<file path="src/rtl/bvhm_pkg.sv">
package bvhm_pkg;

	localparam int WORD_BITS = 64;
	localparam int MAX_SITES = 65536;
	localparam int SITE_W    = $clog2(WORD_BITS + 1);
	localparam int IDX_W     = $clog2(WORD_BITS);
	localparam int CNT_W     = $clog2(MAX_SITES + 1);
	localparam int OUT_W     = 17;
	localparam int IN_DATA_W  = ((2 * WORD_BITS + SITE_W + 7) / 8) * 8;
	localparam int OUT_DATA_W = ((2 * OUT_W + 7) / 8) * 8;

	// per-word summary of the masked difference vector
	typedef struct packed {
		logic [SITE_W-1:0] pop;    // differing sites
		logic [SITE_W-1:0] pre;    // equal sites before the first difference
		logic [SITE_W-1:0] suf;    // equal sites after the last difference
		logic [SITE_W-1:0] mid;    // longest run of equal sites in the word
		logic [SITE_W-1:0] n;      // valid sites, clipped to the word width
		logic              zero;   // no difference in the valid sites
		logic              last;
	} word_sum_t;

	function automatic logic [CNT_W-1:0] sat_add(input logic [CNT_W-1:0] a,
	                                             input logic [CNT_W-1:0] b);
		logic [CNT_W:0] s;
		s = {1'b0, a} + {1'b0, b};
		if (s > (CNT_W+1)'(MAX_SITES))
			return CNT_W'(MAX_SITES);
		return s[CNT_W-1:0];
	endfunction

endpackage

</file>
<file path="src/rtl/bit_vector_hamming_and_match_run.sv">
// Compares two bit vectors streamed as pairs of 64-bit words (site 0 at bit 0) and,
// on the transfer marked tlast, returns the Hamming distance over the valid sites and
// the longest run of equal sites, a run carrying across word boundaries. Sites above
// sites_in_word are ignored; a count above 64 counts as 64. Both totals saturate at
// MAX_SITES and all state clears after the last word. One word pair is taken every
// clock cycle while no held result blocks it: the word summary (popcount, edge runs,
// longest inner run) is one stage of parallel bit logic, the running totals update in
// the next, and the result is registered as the last word leaves that stage. A held
// result does not stop the flow until the two internal stages are full.
module bit_vector_hamming_and_match_run (
	input  logic                              clk,
	input  logic                              arst_n,
	input  logic                              s_axis_tvalid,
	output logic                              s_axis_tready,
	// word_a, word_b, sites_in_word, zero pad
	input  logic [bvhm_pkg::IN_DATA_W-1:0]    s_axis_tdata,
	// last_word
	input  logic                              s_axis_tlast,
	output logic                              m_axis_tvalid,
	input  logic                              m_axis_tready,
	// hamming_distance, longest_match_run, zero pad
	output logic [bvhm_pkg::OUT_DATA_W-1:0]   m_axis_tdata
);
	import bvhm_pkg::*;

	logic                  v_s1;
	logic [WORD_BITS-1:0]  a_s1;
	logic [WORD_BITS-1:0]  b_s1;
	logic [SITE_W-1:0]     sites_s1;
	logic                  last_s1;

	logic                  v_s2;
	word_sum_t             sum_s2;
	word_sum_t             sum_c;

	logic [CNT_W-1:0]      dist_q;
	logic [CNT_W-1:0]      cur_q;
	logic [CNT_W-1:0]      best_q;
	logic [CNT_W-1:0]      dist_n;
	logic [CNT_W-1:0]      cur_n;
	logic [CNT_W-1:0]      best_n;
	logic [CNT_W-1:0]      head_run;
	logic [CNT_W-1:0]      final_run;

	logic                  out_v_q;
	logic [OUT_W-1:0]      hd_q;
	logic [OUT_W-1:0]      lr_q;

	logic                  adv1;
	logic                  adv2;
	logic                  s1_free;
	logic                  s2_free;

	logic [WORD_BITS-1:0]  mask;
	logic [WORD_BITS-1:0]  diff;
	logic [WORD_BITS-1:0]  eq;
	logic [WORD_BITS-1:0]  win [1:WORD_BITS];
	logic [WORD_BITS-1:0]  has_run;
	logic [IDX_W-1:0]      hi_idx;

	// flow control: each stage moves when the next one is empty or moving
	assign adv2    = v_s2 & (~sum_s2.last | ~out_v_q | m_axis_tready);
	assign s2_free = ~v_s2 | adv2;
	assign adv1    = v_s1 & s2_free;
	assign s1_free = ~v_s1 | adv1;
	assign s_axis_tready = s1_free;

	// word summary
	always_comb begin
		sum_c.n    = (sites_s1 > SITE_W'(WORD_BITS)) ? SITE_W'(WORD_BITS) : sites_s1;
		sum_c.last = last_s1;
		for (int i = 0; i < WORD_BITS; i++)
			mask[i] = (SITE_W'(i) < sum_c.n);
		diff = (a_s1 ^ b_s1) & mask;
		eq   = ~(a_s1 ^ b_s1) & mask;
		sum_c.zero = (diff == '0);

		sum_c.pop = '0;
		for (int i = 0; i < WORD_BITS; i++)
			sum_c.pop = sum_c.pop + SITE_W'(diff[i]);

		sum_c.pre = sum_c.n;
		for (int i = WORD_BITS - 1; i >= 0; i--)
			if (diff[i])
				sum_c.pre = SITE_W'(i);

		hi_idx = '0;
		for (int i = 0; i < WORD_BITS; i++)
			if (diff[i])
				hi_idx = IDX_W'(i);
		sum_c.suf = sum_c.n - SITE_W'(hi_idx) - SITE_W'(1);

		// win[l][i]: sites i .. i+l-1 are all valid and equal; built by halving l
		win[1] = eq;
		for (int l = 2; l <= WORD_BITS; l++)
			win[l] = win[l >> 1] & (win[l - (l >> 1)] >> (l >> 1));
		for (int l = 1; l <= WORD_BITS; l++)
			has_run[l-1] = |win[l];
		// has_run is a thermometer code, so its weight is the longest run
		sum_c.mid = '0;
		for (int i = 0; i < WORD_BITS; i++)
			sum_c.mid = sum_c.mid + SITE_W'(has_run[i]);
	end

	// running totals
	always_comb begin
		dist_n   = sat_add(dist_q, CNT_W'(sum_s2.pop));
		head_run = sat_add(cur_q, CNT_W'(sum_s2.pre));
		if (sum_s2.zero) begin
			cur_n  = sat_add(cur_q, CNT_W'(sum_s2.n));
			best_n = best_q;
		end else begin
			cur_n  = CNT_W'(sum_s2.suf);
			best_n = best_q;
			if (head_run > best_n)
				best_n = head_run;
			if (CNT_W'(sum_s2.mid) > best_n)
				best_n = CNT_W'(sum_s2.mid);
		end
		final_run = (cur_n > best_n) ? cur_n : best_n;
	end

	always_ff @(posedge clk or negedge arst_n) begin
		if (!arst_n) begin
			v_s1    <= 1'b0;
			v_s2    <= 1'b0;
			out_v_q <= 1'b0;
			dist_q  <= '0;
			cur_q   <= '0;
			best_q  <= '0;
		end else begin
			if (s1_free)
				v_s1 <= s_axis_tvalid;
			if (s2_free)
				v_s2 <= v_s1;
			if (adv2 && sum_s2.last)
				out_v_q <= 1'b1;
			else if (m_axis_tready)
				out_v_q <= 1'b0;
			if (adv2) begin
				if (sum_s2.last) begin
					dist_q  <= '0;
					cur_q   <= '0;
					best_q  <= '0;
				end else begin
					dist_q  <= dist_n;
					cur_q   <= cur_n;
					best_q  <= best_n;
				end
			end
		end
	end

	always_ff @(posedge clk) begin
		if (s1_free && s_axis_tvalid) begin
			a_s1     <= s_axis_tdata[WORD_BITS-1:0];
			b_s1     <= s_axis_tdata[2*WORD_BITS-1:WORD_BITS];
			sites_s1 <= s_axis_tdata[2*WORD_BITS+SITE_W-1:2*WORD_BITS];
			last_s1  <= s_axis_tlast;
		end
		if (adv1)
			sum_s2 <= sum_c;
		if (adv2 && sum_s2.last) begin
			hd_q <= OUT_W'(dist_n);
			lr_q <= OUT_W'(final_run);
		end
	end

	assign m_axis_tvalid = out_v_q;
	assign m_axis_tdata  = {(OUT_DATA_W - 2 * OUT_W)'(0), lr_q, hd_q};

	a_state_bound: assert property (@(posedge clk) disable iff (!arst_n)
		dist_q <= CNT_W'(MAX_SITES) && cur_q <= CNT_W'(MAX_SITES) &&
		best_q <= CNT_W'(MAX_SITES))
		else $error("running count above saturation limit");

	a_clear_after_last: assert property (@(posedge clk) disable iff (!arst_n)
		adv2 && sum_s2.last |=> dist_q == '0 && cur_q == '0 && best_q == '0)
		else $error("state not cleared after last word");

	a_result_on_last: assert property (@(posedge clk) disable iff (!arst_n)
		adv2 && sum_s2.last |=> m_axis_tvalid)
		else $error("last word gave no result");

	a_no_overwrite: assert property (@(posedge clk) disable iff (!arst_n)
		m_axis_tvalid && !m_axis_tready |-> !(adv2 && sum_s2.last))
		else $error("held result overwritten");

	a_ready_full: assert property (@(posedge clk) disable iff (!arst_n)
		!s_axis_tready |-> v_s1 && v_s2)
		else $error("input stalled with a free stage");

endmodule

</file>
<file path="config.mk">
export PLATFORM = sky130hd
export DESIGN_NAME = bit_vector_hamming_and_match_run
export DESIGN_NICKNAME = d
export VERILOG_FILES = /design/src/rtl/bvhm_pkg.sv /design/src/rtl/bit_vector_hamming_and_match_run.sv
export SDC_FILE = /design/constraint.sdc
export NUM_CORES = 2
export LEC_CHECK = 0
export ABC_AREA = 1
export BUFFER_PORTS_ARGS = -buffer_cell sky130_fd_sc_hd__buf_4
export CORE_MARGIN = 1.5
export CORE_UTILIZATION = 40
export DETAILED_ROUTE_END_ITERATION = 7
export PLACE_DENSITY = 0.6
export SYNTH_ARGS = -nofsm -noshare
export SYNTH_HDL_FRONTEND = slang
export SYNTH_SLANG_ARGS = --single-unit
</file>
<file path="constraint.sdc">
create_clock -name clk -period 11.52 [get_ports clk]
set_input_delay 1.152 -clock clk [delete_from_list [all_inputs] [get_ports clk]]
set_output_delay 1.152 -clock clk [all_outputs]
set_load 0.005 [all_outputs]
</file>
* Word level (Yosys, flattened, before mapping)
Cells that the tools add are included.
** Word-level totals
- Flip-flop bits (word level) :: 261
- Output and inout bits :: 42
** Cells by class
- Order comparisons :: 71
- Reduce and logical (&&, ||, !) cells :: 74
- Bitwise operators :: 77
- Mux-type cells :: 148
- $add $sub $neg :: 131
** Operators by type and width (count)
- 64-bit OR reduction :: 65
- 7-bit by 1-bit adder with 7-bit output :: 114
- 6-bit 2-to-1 mux :: 94
- 17-bit 2-to-1 mux :: 15
- 6-bit by 7-bit less-than comparator with 1-bit output (first input constant) :: 32
- 64-bit by 33-bit AND with 64-bit output :: 2
- 64-bit by 34-bit AND with 64-bit output :: 2
- 64-bit by 35-bit AND with 64-bit output :: 2
- 64-bit by 36-bit AND with 64-bit output :: 2
- 64-bit by 37-bit AND with 64-bit output :: 2
- 64-bit by 38-bit AND with 64-bit output :: 2
- 64-bit by 39-bit AND with 64-bit output :: 2
- 64-bit by 40-bit AND with 64-bit output :: 2
- 64-bit by 41-bit AND with 64-bit output :: 2
- 64-bit by 42-bit AND with 64-bit output :: 2
- 64-bit by 43-bit AND with 64-bit output :: 2
- 64-bit by 44-bit AND with 64-bit output :: 2
- 64-bit by 45-bit AND with 64-bit output :: 2
- 64-bit by 46-bit AND with 64-bit output :: 2
- 64-bit by 47-bit AND with 64-bit output :: 2
- 64-bit by 48-bit AND with 64-bit output :: 2
- 64-bit by 49-bit AND with 64-bit output :: 2
- 64-bit by 50-bit AND with 64-bit output :: 2
- 64-bit by 51-bit AND with 64-bit output :: 2
- other kinds (51) :: 143

* Longest topological paths before layout
- Word-level depth :: 69
- Mapped depth :: 80
- Gate-level depth less buffers :: 79

* Worst setup path before layout
No wires, ideal clock.
- Path kind :: register to register
- From :: register sites_s1[5]
- To :: register sum_s2[13] in the netlist's numbering, data pin
- Library setup time :: 269 ps
- Stages on the path, launching flop included :: 49
- Clock period less this slack :: 8897 ps
- Arrival :: 8628 ps
- Path slack :: 2623 ps
- Path through :: edfxtp_1 -> inv_2 -> nor2_2 -> inv_2 -> nor2_1 -> inv_1 -> nor2_2 -> nor2_1 -> inv_1 -> a21oi_1 -> inv_1 -> nor2_1 -> inv_1 -> nor2_1 -> inv_1 -> nor2_1 -> inv_1 -> nor2_1 -> [13 not listed] -> fa_1 -> inv_1 -> fa_1 -> inv_1 -> fa_1 -> inv_1 -> fa_1 -> fa_1 -> inv_1 -> fa_1 -> inv_1 -> fa_1 -> fa_1 -> ha_1 -> inv_1 -> fa_1 -> o21ai_0 -> xor2_1
** RTL lines
- start, declared :: line bit_vector_hamming_and_match_run.sv:29 : logic [SITE_W-1:0] sites_s1;
- start signal, assigned :: line bit_vector_hamming_and_match_run.sv:158 : sites_s1 <= s_axis_tdata[2*WORD_BITS+SITE_W-1:2*WORD_BITS];
- end signal, assigned :: line bit_vector_hamming_and_match_run.sv:162 : sum_s2 <= sum_c;
- end, declared :: line bit_vector_hamming_and_match_run.sv:33 : word_sum_t sum_s2;

==> metrics.md <==
| Metric | Value |
|---|---|
| Max Fclk | `86.1 MHz` |
| Largest family of logic cells by synthesized area | `simple AND/OR/NAND/NOR gates` |
| Hold buffers post-CTS | `0` |
| Critical path's slowest cell | `fa_1` |
| Largest net degree at the start of global routing | `96` |
| Gr usage total | `around 57%` |
| Smallest hold slack | `between 0.4 and 0.5 ns` |
| Failing checks | `design-rule violations, negative setup slack` |
| Fin nets | `roughly 6600` |
| Crit path capture type | `register` |
| IO Pins | `approximately 180` |
| DR WL/cell | `~34 um` |
| FF-to-FF Start | `sites_s1[6]$_DFFE_PP_` |
| First-iteration detailed-routing DRC count | `9522` |
| Period utilization | `101%` |
| Hold Startpoint | `last_s1$_DFFE_PP_` |
| Top post-synthesis cells by area | `edfxtp_1, nor2_1, inv_1` |
| Min cycle time layout | `between 10 and 15 ns` |
| Max H-tree Level | `1` |
| Count leader, synth | `nor2_1` |
| Fin cells | `~7300` |
| Synth warnings | `0` |
| Die Area | `approximately 0.084 mm^2` |
| Cell taking the most area after synthesis | `edfxtp_1` |
| Sequential area share after synthesis | `between 20% and 30%` |
| Share of layout cells above drive strength 1 | `17.9%` |
| CTS buffer count | `28` |
| Core ar. | `0.0818 mm^2` |
| DRC viols | `roughly 120` |
| Row count | `approximately 110` |
| Total power | `between 7 and 8 mW` |
| Cell repeated most along the worst path | `inv_1` |
| Grt ovf | `0` |
| TritonRoute pass-1 iters | `8` |
| CP top delay family | `adder cells` |
| Top-area cell type share of the netlist area | `a little under a fifth` |
| Initial antenna violation count | `21` |
| Syn Inst Count | `~5200` |
| Final hold violation count | `0` |
| Detail Route Antenna Nets | `0` |
| Placed cells | `7258` |
| Crit Path Max Fanout | `9` |
| Relative slew slack | `slightly above 3%` |
| Pwr dens | `approximately 180 mW/mm^2` |
| CP startpoint | `sites_s1[6]$_DFFE_PP_` |
| Simple-gate share of the synthesized area | `about 34%` |
| Synth cell types | `65` |
| Number of fill cells | `8428` |
| Post-synth EDFFs | `roughly 210` |
| Max-slew violation count | `0` |
| Max-cap viol count | `0` |
| Vias after detailed routing | `~48000` |
| Die width | `about 290 um` |
| Worst-Margin Slew | `between 1 and 1.5 ns` |
| TritonCTS clock tree | `done` |
| Leakage | `18.1 nW` |
| Number of global-route vias before repair | `around 45000` |
| Buffers & Inverters on Critical Path | `14` |
| Synth Area in Compound Gates | `~14%` |
| Via density | `6.57` |
| Growth of design area from synthesis to finish | `30.0%` |
| Root buffer cell | `clkbuf_16` |
| WL final | `between 200 and 300 mm` |
| Status | `complete, but fails checks` |
| Type of the worst setup path | `register to register` |
| Clock Pin Slew Worst Setup and Hold Paths | `around 0.06 ns` |
| Commonest cells post-synth | `nor2_1, inv_1, nand2_1` |
| Synth Area in Adders | `around a tenth` |
| Synth Area in XOR/XNOR | `about 3.2%` |
| First-pass GRT wire length | `about 340 mm` |
| Crit path DAT | `between 10 and 15 ns` |
| Synth Area per Inst | `6.30 um^2` |
| CP Launch Type | `register` |
| Crit path largest cell delay | `between 0.7 and 0.8 ns` |
| Gpl congestion | `between 1 and 1.5` |
| Die Ht | `between 200 and 300 um` |
| Maximum VDD drop | `0.00105 V` |
| Num Clock Sinks | `between 200 and 300` |
| Initial core utilization | `around 40%` |
| Share of flip-flops with an asynchronous set or reset | `20.7%` |
| Multiplexer area fraction after synthesis | `less than 1%` |
| Synthesized area | `approximately 0.033 mm^2` |
| Setup-failing EPs final | `3` |
| Post-DP HPWL | `about 210 mm` |
| Port Buffers | `approximately 180` |
| Worst-skew pair later-pin latency | `between 0.6 and 0.7 ns` |
| Synthesized flop and latch total | `around 260` |
| HP Class | `register to register` |
| Data required time of the worst path | `11.87 ns` |
| Setup WS post-layout | `-0.0991 ns` |
| Synth Flop Type | `edfxtp_1` |
| Skew final | `between 0.03 and 0.04 ns` |
| Max clock buf depth | `3` |
==> where the power goes <==
part	total, mW	leakage, nW	internal [mW]	switching, mW
registers	1.49	2.75	1.42	0.0643
clock network	0.888	0.435	0.482	0.407
logic	5.32	14.9	2.00	3.32
total	7.69	18.1	3.91	3.79
==> worst paths after layout <==
path / to / slack, ns / cells past startpoint
setup / recovery: sum_s2[14]$_DFFE_PP_ / -0.1 / 44
hold / removal: sum_s2[0]$_DFFE_PP_ / 0.42 / 0
setup reg to reg: sum_s2[14]$_DFFE_PP_ / -0.1 / 44
hold reg to reg: sum_s2[0]$_DFFE_PP_ / 0.42 / 0
max in group asynchronous: best_q[2]$_DFFE_PN0P_ / 10.40 / 1
min in group asynchronous: dist_q[11]$_DFFE_PN0P_ / 0.61 / 1
==> stage by stage <==
| step | setup TNS, ns | worst slack (ns) | cell area (um^2) | util [%] |
|---|---|---|---|---|
| 2_1_floorplan | 0 | 2.62 | 33000 | - |
| 3_3_place_gp | 0 | 0.329 | 41800 | 51.0 |
| 3_5_place_dp | 0 | 0.157 | 41800 | 51.0 |
| 4_1_cts | 0 | 0.153 | 42700 | 52.1 |
| 5_1_grt | -0.00897 | -0.00897 | 42800 | 52.3 |
| 6_report | -0.176 | -0.0991 | 42900 | 52.4 |
==> final cells by class <==
type                       instances  area, um^2  area share, %
tap                             1070        1340           3.12
timing repair inverter             1        5.00         0.0117
sequential                       261        7570           17.6
timing repair buffer             994        7620           17.8
clock inverter                    18         160          0.373
inverter                        1284        4840           11.3
clock buffer                      33         729           1.70
antenna                           19        47.5          0.111
multi-input combinational       3656       20600           48.0
==> per-layer routing <==
| metal | part of all wire [%] | up-vias | GRT usage (%) | wire length (um) |
|---|---|---|---|---|
| met5 | 0.38 | - | 5.62 | 961 |
| met4 | 9.6 | 44 | 40.4 | 24100 |
| met3 | 19 | 1488 | 36.3 | 47100 |
| met2 | 36 | 5205 | 74.6 | 91000 |
| met1 | 35 | 22354 | 66.8 | 87800 |
| li1 | - | 19070 | - | - |
==> cells by family (layout without fill, tap and decap cells) <==
logic type	count (synthesis)	after routing
compound gates	704	704
mux	1	1
xor+xnor	120	120
fa+ha+maj	210	210
other cells	1	25
flops	261	261
simple gates	2615	2615
buf+inv	1322	2330
==> repair_timing <==
action / in CTS / in global routing
gates resized for setup: 0 / 31
setup endpoints to repair: 0 / 24
buffers inserted: 0 / 7
==> cell usage in the layout, fill, tap and decap left out, types with 17 or more instances in the layout <==
| master | instances |
|---|---|
| nand3_1 | 119 |
| o21ai_0 | 175 |
| a21oi_1 | 141 |
| dfrtp_1 | 54 |
| o2111ai_1 | 25 |
| nor4_1 | 197 |
| nor3_1 | 89 |
| o221ai_1 | 17 |
| nor2_1 | 1351 |
| clkbuf_16 | 28 |
| xnor2_1 | 67 |
| inv_1 | 1258 |
| a211oi_1 | 22 |
| nand4_1 | 173 |
| edfxtp_1 | 207 |
| a22oi_1 | 57 |
| nand2_1 | 615 |
| xor2_1 | 53 |
| ha_1 | 98 |
| a221oi_1 | 49 |
| diode_2 | 19 |
| a2111oi_0 | 39 |
| o22ai_1 | 80 |
| buf_4 | 981 |
| fa_1 | 110 |
==> flip-flops by register name (all words and copies together) (netlist names) <==
signal / count
v_s1: 1
cur_q: 17
best_q: 17
lr_q: 17
sites_s1: 7
m_axis_tvalid: 1
a_s1: 64
sum_s2: 37
last_s1: 1
v_s2: 1
dist_q: 17
hd_q: 17
b_s1: 64
No activity file was read; power rests on OpenSTA's default activity.
